<file path="config.mk">
export PLATFORM = sky130hd
export DESIGN_NAME = rc4pk_ctrl
export DESIGN_NICKNAME = d
export VERILOG_FILES = /design/src/hdl/rc4pk_pkg.sv /design/src/hdl/rc4pk_ctrl.sv
export SDC_FILE = /design/constraint.sdc
export NUM_CORES = 1
export LEC_CHECK = 0
export BUFFER_PORTS_ARGS = -buffer_cell sky130_fd_sc_hd__buf_2
export CAP_MARGIN = 20
export CORE_AREA = 2 2 39 41
export DETAILED_ROUTE_END_ITERATION = 8
export DIE_AREA = 0 0 41 43
export SLEW_MARGIN = 20
export SYNTH_ARGS = -nofsm -noshare
export SYNTH_HDL_FRONTEND = slang
export SYNTH_SLANG_ARGS = --single-unit
</file>
<file path="constraint.sdc">
create_clock -name clk -period 1.1 [get_ports clk]
set_input_delay 0.165 -clock clk [delete_from_list [all_inputs] [get_ports clk]]
set_output_delay 0.165 -clock clk [all_outputs]
set_load 0.02 [all_outputs]
</file>
<file path="src/hdl/rc4pk_pkg.sv">
package rc4pk_pkg;

  localparam int BYTE_W    = 8;
  localparam int TBL_DEPTH = 256;
  localparam int TBL_AW    = 8;

  // Item kind codes
  localparam logic KIND_KEY  = 1'b0;
  localparam logic KIND_DATA = 1'b1;

  // Sequencer commands to the datapath, at most one step bit high per cycle
  typedef struct packed {
    logic sched_start;
    logic init_write;
    logic ksa_read_i;
    logic ksa_read_j;
    logic ksa_write_i;
    logic ksa_write_j;
    logic drv_read_n;
    logic drv_read_inner;
    logic drv_read_final;
    logic drv_write;
    logic sched_done;
  } cmd_t;

  typedef struct packed {
    logic idx_last;
  } stat_t;

endpackage

</file>
<file path="src/hdl/rc4pk_ctrl.sv">
module rc4pk_ctrl (
  input  logic           clk,
  input  logic           rst,
  input  logic           go,
  input  rc4pk_pkg::stat_t stat,
  output rc4pk_pkg::cmd_t  cmd,
  output logic           busy
);
  import rc4pk_pkg::*;

  localparam logic [3:0] S_IDLE = 4'd0;
  localparam logic [3:0] S_INIT = 4'd1;
  localparam logic [3:0] S_KA   = 4'd2;
  localparam logic [3:0] S_KB   = 4'd3;
  localparam logic [3:0] S_KC   = 4'd4;
  localparam logic [3:0] S_KD   = 4'd5;
  localparam logic [3:0] S_DE   = 4'd6;
  localparam logic [3:0] S_DF   = 4'd7;
  localparam logic [3:0] S_DG   = 4'd8;
  localparam logic [3:0] S_DH   = 4'd9;

  logic [3:0] state;
  logic [3:0] state_next;

  always_ff @(posedge clk) begin
    if (rst) begin
      state <= S_IDLE;
    end else begin
      state <= state_next;
    end
  end

  always_comb begin
    state_next = state;
    cmd        = '0;
    unique case (state)
      S_IDLE: begin
        if (go) begin
          cmd.sched_start = 1'b1;
          state_next      = S_INIT;
        end
      end
      S_INIT: begin
        cmd.init_write = 1'b1;
        if (stat.idx_last) begin
          state_next = S_KA;
        end
      end
      S_KA: begin
        cmd.ksa_read_i = 1'b1;
        state_next     = S_KB;
      end
      S_KB: begin
        cmd.ksa_read_j = 1'b1;
        state_next     = S_KC;
      end
      S_KC: begin
        cmd.ksa_write_i = 1'b1;
        state_next      = S_KD;
      end
      S_KD: begin
        cmd.ksa_write_j = 1'b1;
        state_next      = stat.idx_last ? S_DE : S_KA;
      end
      S_DE: begin
        cmd.drv_read_n = 1'b1;
        state_next     = S_DF;
      end
      S_DF: begin
        cmd.drv_read_inner = 1'b1;
        state_next         = S_DG;
      end
      S_DG: begin
        cmd.drv_read_final = 1'b1;
        state_next         = S_DH;
      end
      S_DH: begin
        cmd.drv_write = 1'b1;
        if (stat.idx_last) begin
          cmd.sched_done = 1'b1;
          state_next     = S_IDLE;
        end else begin
          state_next = S_DE;
        end
      end
      default: begin
        state_next = S_IDLE;
      end
    endcase
  end

  assign busy = (state != S_IDLE);

endmodule

</file>
==> metrics.cfg, run 1 <==
[outcome]
outcome = finished with violations
failing_checks = negative setup slack

[clock_tree]
worst_skew_pair.late_latency_ns = 0.23
ctsHoldBuffers = 0
cts_buffers = 3
tritoncts_num_sinks = 4
cts-root-buf = clkbuf_4
tritoncts_clock_tree = done
cts-root-to-sink-buffers = 2
clock_tree.htree_level_count = 1
path_clk_slew_ns = 0.04

[setup_path]
critical_path_s_largest_stage_delay_ns = 0.33
end_kind = primary output
worst_setup_path_start_kind = register
timing.critical_path.slowest_stage_cell = dfxtp_2
critical_path.cell_chain = or2b_4 > nor2_4 > and2_4 > buf_6
critical_path_class = reg -> out
path_max_fanout = 4
worst-r2r-setup-slack_ns = -0.14
worstPathArrival_ns = 1.19
worst_ep_required_time_ns = 0.94

[floorplanning]
fp.dieArea_um2 = 1760
pin_count = 16
std_cell_rows = 14
start_util_pct = 25.9
chipHeight_um = 43
chipWidth_um = 41
placeable_core_region_um2 = 1380

[final_layout]
non_filler_instance_count_after_layout = 95
finalNetCount = 85
registers.top_by_ff_count = state
drive_above_1_share_pct = 88.6
layout-area-overhead-vs-synth_pct = 136
flip_flop_count_of_the_largest_register_all_copies_and_words_added = 4
antenna-diode-count = 0
finish.instance_area_um2 = 843
num-fill-cells = 121
layout_top_registers = state: 4 flops

[timing]
maxSlewHeadroom_pct = 86.3
fmaxAchievable_ghz = 0.737
fin_clk_skew_ns = 0.00396
final.setup.tns_ns = -2.73
post-route-min-period_ns = 1.36
final.setup.worst_slack_ns = -0.256
fin_hold_viols = 0
tightestPinTransition_ns = 0.203
final_slew_viol_count = 0
setup_repair_after_global_routing_missed_its_margin = true
report.final.setup_viol = 16
final_period_util_pct = 123
timing.hold.ws_ns = 0.174

[detailed_routing]
post_drt_via_cell_ratio = 4.69
drc_errors = 0
detail_route.iter0.violations = 4
routed_wl_um = 1210
route.vias.total = 446
first_pass_iters = 2
ant_nets = 0
avgRoutedWirePerCell_um = 12.8

[global_routing]
grt_pass1_vias = 414
gr-max-usage-layer = met2
antenna_found_initial = 0
grt.met2_usage_pct = 23.8
grt_max_degree = 7
grtUsageTotal_pct = 14.2
grtUsageMet1_pct = 16.1
grtUsageMet3_pct = 3.14
globalRoute.totalOverflow = 0
grt_pass1_wl_um = 1700

[yosys]
post_synth_main_area_contributors = dfxtp_1, nor2_1, nor3_1
syn_nets = 49
ys_async_sr_fraction_pct = 0
synth_enable_flop_cells = 0
share_of_yosys_cell_area_claimed_by_the_top_area_cell_type_pct = 22.4
synth_top_cell_by_area = dfxtp_1
post_synth.cell_area_avg_um2 = 7.95
synth_common_cells = nor2_1, dfxtp_1, nor3_1, nand2_1
yosysSeqAreaShare_pct = 22.4
syn_area_um2 = 358
synth_most_common_cell = nor2_1
ys_warn_count = 0
yosys.cell_types.count = 27
synthCells = 45
yosys_most_used_dff = dfxtp_1
synth.ff_latch_count = 4

[place]
place_worst_setup_slack_ns = -0.0741
io_buffer_count = 15
gp_congestion = 0.780
placedCellCount = 86
dp_area_um2 = 561
hpwlAfterDp_um = 772

[power_and_ir_drop]
ir_worst_vdd_v = 0.000669
power.density_cell_area_nw_per_um2 = 1050
leakage_power_summed_over_all_cells_uw = 0.000382

[hold_path]
min-delay-path-class = in -> reg

[flow_run]
maxCapViolations = 0

-- metal layers --
| metal | vias to the layer above | part of all wire (%) |
|---|---|---|
| met5 | - | 0 |
| met4 | 0 | 0 |
| met3 | 0 | 4.6 |
| met2 | 15 | 55 |
| met1 | 205 | 41 |
| li1 | 226 | - |
-- kinds of logic (layout without fill, tap and decap cells) --
group,count (synthesis),after routing,share of synthesized area (%)
AND/OR/NAND/NOR,24,24,37.8
AO/OA/AOI/OAI,9,9,24.1
buffers and inverters,6,40,10.1
flip-flops,4,4,22.4
XOR/XNOR,1,1,2.45
multiplexers,1,1,3.15
-- area by class of cell --
class,count,area [um^2],area share (%)
well taps,16,20.0,2.37
multi-input cells,35,368,43.6
flip-flops and latches,4,87.6,10.4
repair buffers,35,338,40.1
inverters,2,7.51,0.890
clock buffers,3,22.5,2.67
-- worst paths after layout --
path                            depth (start not counted)  endpoint      from
worst max register to register                          5  state[1]  state[2]
worst max-delay path                                    4    cmd[0]  state[3]
worst min register to register                          2  state[0]  state[3]
worst min-delay path                                    2  state[0]       rst
-- through the flow --
step                      total power, uW  util, %
final                                 888     60.9
after floorplan                       404        -
after CTS                             812     54.6
after global placement                509     40.5
after global routing                  937     60.9
after detailed placement              511     40.5
-- worst max-delay path: cells and delay by family, from the launching register on --
family	cells	cell delay, ns
flip-flops	1	0.33
AND/OR/NAND/NOR	3	0.53
buffers and inverters	1	0.10
-- repair_timing --
action | 4_1_cts | 5_1_grt
setup buffers | 4 | 2
hold endpoints to repair | 0 | 0
pin swaps | 9 | 4
resized for setup | 45 | 17
setup endpoints to repair | 15 | 16
-- power breakdown --
group	leakage (uW)	switching, uW	internal, uW	total [uW]
logic	0.000333	248	287	535
registers	0.0000347	16.3	164	180
clock network	0.0000138	51.5	121	173
total	0.000382	316	572	888
-- cell usage in the layout, fill, tap and decap left out, types with 2 or more instances in the layout --
cell      Yosys  layout
nand2_2       0       2
nor2_4        0       6
nand2b_4      1       2
nor3_2        1       3
buf_8         0       2
buf_6         1      18
buf_4         1      12
buf_2         2       3
dfxtp_2       0       3
nor2_1        9       2
clkbuf_4      0       3
nor3_4        0       2
No activity file was read; power rests on OpenSTA's default activity.
==> run 2, diff against run 1 <==
- PLACE_DENSITY_LB_ADDON: default -> 0.2
==> run 2 against run 1 <==
  * The run still ends with negative setup slack left
  * Sequential share of layout area increased by 0.55 points
  * Combinational power fell by 9.9%
  * First-iteration DRC count down 25%
  * Critical path depth did not move
  * Power fell by 3.8%
  * Clock power increased by 6%
  * Worst hold slack worse by 0.012 ns
  * Global-route usage shrank 0.36 points
  * Critical path type unchanged
  * Largest cell class unchanged
  * Largest power group unchanged
  * Highest routed layer unchanged
==> metrics.cfg, run 2 (synthesized netlist as in run 1, its figures left out) <==
[power_and_ir_drop]
design_power_total_uw = 854
power.density_cell_area_nw_per_um2 = 1070
ir_worst_vdd_v = 0.000810
leakage_power_summed_over_all_cells_uw = 0.000386

[timing]
final.setup.tns_ns = -2.55
final_period_util_pct = 123
maxSlewHeadroom_pct = 85.8
tightestPinTransition_ns = 0.211
setup_repair_after_global_routing_missed_its_margin = true
fin_hold_viols = 0
final.setup.worst_slack_ns = -0.249
final_slew_viol_count = 0
fin_clk_skew_ns = 0.000238
report.final.setup_viol = 16
post-route-min-period_ns = 1.35
fmaxAchievable_ghz = 0.741

[hold_path]
min-delay-path-class = in -> reg
min_delay_path_depth = 2

[detailed_routing]
post_drt_via_cell_ratio = 4.70
route.vias.total = 456
avgRoutedWirePerCell_um = 11.5
detail_route.iter0.violations = 3
routed_wl_um = 1110
drc_errors = 0
ant_nets = 0
first_pass_iters = 4

[place]
gp_congestion = 0.804
io_buffer_count = 15
hpwlAfterDp_um = 776
placedCellCount = 85

[floorplanning]
chipHeight_um = 43
chipWidth_um = 41
fp.dieArea_um2 = 1760
std_cell_rows = 14
pin_count = 16
start_util_pct = 25.9
placeable_core_region_um2 = 1380

[final_layout]
flip_flop_count_of_the_largest_register_all_copies_and_words_added = 4
finalNetCount = 87
final_cell_mix = buf_4, buf_6, nor2_4
non_filler_instance_count_after_layout = 97
drive_above_1_share_pct = 86.4
num-fill-cells = 127
layout-area-overhead-vs-synth_pct = 124
registers.top_by_ff_count = state
layout_top_registers = state: 4 flops
mostFrequentLayoutCell = buf_4
antenna-diode-count = 0

[global_routing]
grt_pass1_wl_um = 1640
globalRoute.totalOverflow = 0
grt_pass1_vias = 421
grt_max_degree = 9
grtUsageTotal_pct = 13.8
antenna_found_initial = 0

[clock_tree]
clock_tree.htree_level_count = 1
cts-root-buf = clkbuf_4
worst_skew_pair.late_latency_ns = 0.23
cts-root-to-sink-buffers = 2
cts_buffers = 3
tritoncts_clock_tree = done
tritoncts_num_sinks = 4
path_clk_slew_ns = 0.04

[outcome]
failing_checks = negative setup slack
outcome = finished with violations

[setup_path]
critical_path_class = reg -> out
critical_path.cell_chain = or2b_4 > nor2_4 > and2_4 > buf_6
worst_ep_required_time_ns = 0.94
ff2ff_path_depth = 6
timing.critical_path.slowest_stage_cell = dfxtp_2
critPathBufInv = 1
critical_path_s_largest_stage_delay_ns = 0.33
end_kind = primary output
timing.critical_path.depth = 4
path_max_fanout = 3
worstPathArrival_ns = 1.18
crit_family = simple AND/OR/NAND/NOR gates
worst_setup_path_start_kind = register

[flow_run]
maxCapViolations = 0

## run 2: changes by cell type in the layout (fill, tap and decap cells not counted), sizes merged
cell	delta
buf	+2
## run 2: worst register-to-register path, stage by stage, from the launching register on
cell and delay, ns:
dfxtp_2 0.33, buf_4 0.15, nand2b_4 0.19, nor2_4 0.05, buf_4 0.12, buf_4 0.12, o21ba_1 0.17
## run 2: power breakdown
group	leakage, uW	switching, uW	internal [uW]
Combinational	0.000338	219	263
Clock	0.0000138	61.8	122
Sequential	0.0000347	24.6	164
## run 2: metal layers
layer	GRT usage [%]	share of wire, %	vias up
met5	0	0	-
met4	8.00	0	0
met3	3.14	5.8	0
met2	20.3	54	16
met1	17.6	41	211
li1	-	-	229
## run 2: final timing paths
kind / from / slack [ns] / end
setup / recovery: state[3] / -0.25 / cmd[0]
hold / removal: rst / 0.16 / state[0]
setup reg to reg: state[3] / -0.15 / state[3]
hold reg to reg: state[2] / 0.58 / state[1]
## run 2: metrics by stage
| step | utilization (%) | setup slack, ns | instance area [um^2] | hold WS [ns] |
|---|---|---|---|---|
| finish | 57.9 | -0.249 | 801 | 0.162 |
| global route | 57.9 | -0.283 | 801 | 0.162 |
| CTS | 52.1 | -0.290 | 721 | 0.152 |
| detailed placement | 40.0 | -0.0960 | 553 | 0.414 |
| global placement | 40.0 | -0.0817 | 553 | 0.411 |
| floorplan | - | -0.133 | 399 | 0.261 |
## run 2: final cells by class
class	instances	area (um^2)	share of cell area, %
repair buffers	37	320	40.0
flip-flops and latches	4	87.6	10.9
inverters	2	10.0	1.25
clock buffers	3	22.5	2.81
well taps	16	20.0	2.50
multi-input cells	35	340	42.5
## run 2: timing repair
action / CTS / global route
gates resized for setup: 32 / 16
hold buffers: 0 / 0
pin swaps: 4 / 8
endpoints found under the setup margin: 14 / 16
setup buffers: 7 / 3
==> run 3, diff against run 2 <==
- TNS_END_PERCENT: default -> 30
==> run 3 against run 2 <==
  * The run still ends with negative setup slack left
  * Worst hold slack improved by 0.020 ns
  * Flip-flop and latch count did not move
  * Highest routed layer is now met4
  * Critical path type unchanged
  * Clock-buffer cell count did not move
  * Maximum frequency decreased by 3.5%
  * Combinational power is 17% lower
  * Critical endpoint unchanged
==> metrics.cfg, run 3 (synthesized netlist as in run 1, its figures left out) <==
[final_layout]
antenna-diode-count = 0
non_filler_instance_count_after_layout = 91
finalNetCount = 81
drive_above_1_share_pct = 81.3
registers.top_by_ff_count = state
num-fill-cells = 124
final_cell_mix = buf_4, buf_6, buf_2
layout_top_registers = state: 4 flops
layout-area-overhead-vs-synth_pct = 107
flip_flop_count_of_the_largest_register_all_copies_and_words_added = 4
mostFrequentLayoutCell = buf_4

[setup_path]
ff2ff_path_depth = 4
worst_ep_required_time_ns = 0.94
critical_path_class = reg -> out
reg2reg_from = state[3]
worst_setup_path_endpoint = cmd[0]
end_kind = primary output
worstSetupStartpoint = state[3]
regToRegEndpoint = state[3]
worstPathArrival_ns = 1.23
worst-r2r-setup-slack_ns = -0.18
worst_setup_path_start_kind = register
path_max_fanout = 4

[floorplanning]
pin_count = 16
fp.dieArea_um2 = 1760
chipHeight_um = 43
std_cell_rows = 14
start_util_pct = 25.9
placeable_core_region_um2 = 1380
chipWidth_um = 41

[detailed_routing]
detail_route.iter0.violations = 9
first_pass_iters = 4
ant_nets = 0
routed_wl_um = 1110
drc_errors = 0
route.vias.total = 441
avgRoutedWirePerCell_um = 12.2
post_drt_via_cell_ratio = 4.85

[timing]
final_period_util_pct = 127
fmaxAchievable_ghz = 0.716
fin_clk_skew_ns = 0.000284
setup_repair_after_global_routing_missed_its_margin = true
report.final.setup_viol = 15
final_slew_viol_count = 0
maxSlewHeadroom_pct = 84.9
fin_hold_viols = 0
final.setup.worst_slack_ns = -0.297
post-route-min-period_ns = 1.40
tightestPinTransition_ns = 0.224
final.setup.tns_ns = -2.72

[clock_tree]
cts-root-to-sink-buffers = 2
clock_tree.htree_level_count = 1
cts_buffers = 3
cts-root-buf = clkbuf_4
worst_skew_pair.late_latency_ns = 0.23
tritoncts_clock_tree = done
tritoncts_num_sinks = 4
ctsHoldBuffers = 0
path_clk_slew_ns = 0.04

[hold_path]
min-delay-path-class = in -> reg

[global_routing]
antenna_found_initial = 0
globalRoute.totalOverflow = 0
grtUsageTotal_pct = 14.9
grt_pass1_vias = 416
grt_max_degree = 8
grt_pass1_wl_um = 1720

[power_and_ir_drop]
ir_worst_vdd_v = 0.000540
power.density_cell_area_nw_per_um2 = 1030
leakage_power_summed_over_all_cells_uw = 0.000351

[flow_run]
maxCapViolations = 0

[outcome]
failing_checks = negative setup slack
outcome = finished with violations

[place]
io_buffer_count = 15
gp_congestion = 0.808
hpwlAfterDp_um = 768
placedCellCount = 87

-- run 3: cell count changes in the layout (fill, tap and decap cells not counted), sizes merged --
cell | before | now
buf | 37 | 31
-- run 3: worst min-delay path by stage --
stage               endpoint  slack (ns)  from  depth (start not counted)
floorplan           state[0]        0.26   rst                          1
CTS                 state[0]        0.17   rst                          2
detailed placement  state[0]        0.42   rst                          2
finish              state[0]        0.18   rst                          2
global route        state[0]        0.18   rst                          2
global placement    state[0]        0.42   rst                          2
-- run 3: per-stage QoR --
| stage | utilization [%] | setup WS, ns | hold WS, ns | total power (uW) | area (um^2) |
|---|---|---|---|---|---|
| final | 53.4 | -0.297 | 0.182 | 762 | 739 |
| after global placement | 40.7 | -0.0900 | 0.421 | 508 | 563 |
| after floorplan | - | -0.135 | 0.261 | 400 | 394 |
| after CTS | 48.6 | -0.314 | 0.170 | 727 | 673 |
| after detailed placement | 40.7 | -0.0855 | 0.424 | 505 | 563 |
| after global routing | 53.4 | -0.351 | 0.182 | 822 | 739 |
-- run 3: final cells by class --
class                      instances  area (um^2)  area share (%)
multi-input combinational         35          337            45.5
timing repair buffer              31          265            35.9
sequential                         4         87.6            11.8
clock buffer                       3         22.5            3.05
tap                               16         20.0            2.71
inverter                           2         7.51            1.02
-- run 3: critical path, cell delays in order (launching register included) --
cell and delay, ns:
dfxtp_2 0.35, or2b_4 0.30, nor2_4 0.10, and2_4 0.14
buf_6 0.10
-- run 3: metal layers --
metal,up-vias,routed length (um),global-route usage (%)
met3,2,39,4.71
met1,213,447,17.7
met2,11,612,22.5
met4,0,13,8.00
met5,-,0,0
li1,215,-,-
-- run 3: where the power goes --
| group | internal, uW | leakage [uW] | switching, uW | total, uW |
|---|---|---|---|---|
| sequential | 164 | 0.0000347 | 23.2 | 187 |
| clock | 122 | 0.0000138 | 55.1 | 177 |
| combinational | 200 | 0.000302 | 198 | 399 |
-- run 3: repair_timing --
| item | CTS | global route |
|---|---|---|
| gates cloned | 0 | 0 |
| setup buffers | 1 | 0 |
| gates resized for setup | 26 | 16 |
| endpoints found under the setup margin | 16 | 15 |
| pin swaps | 4 | 4 |
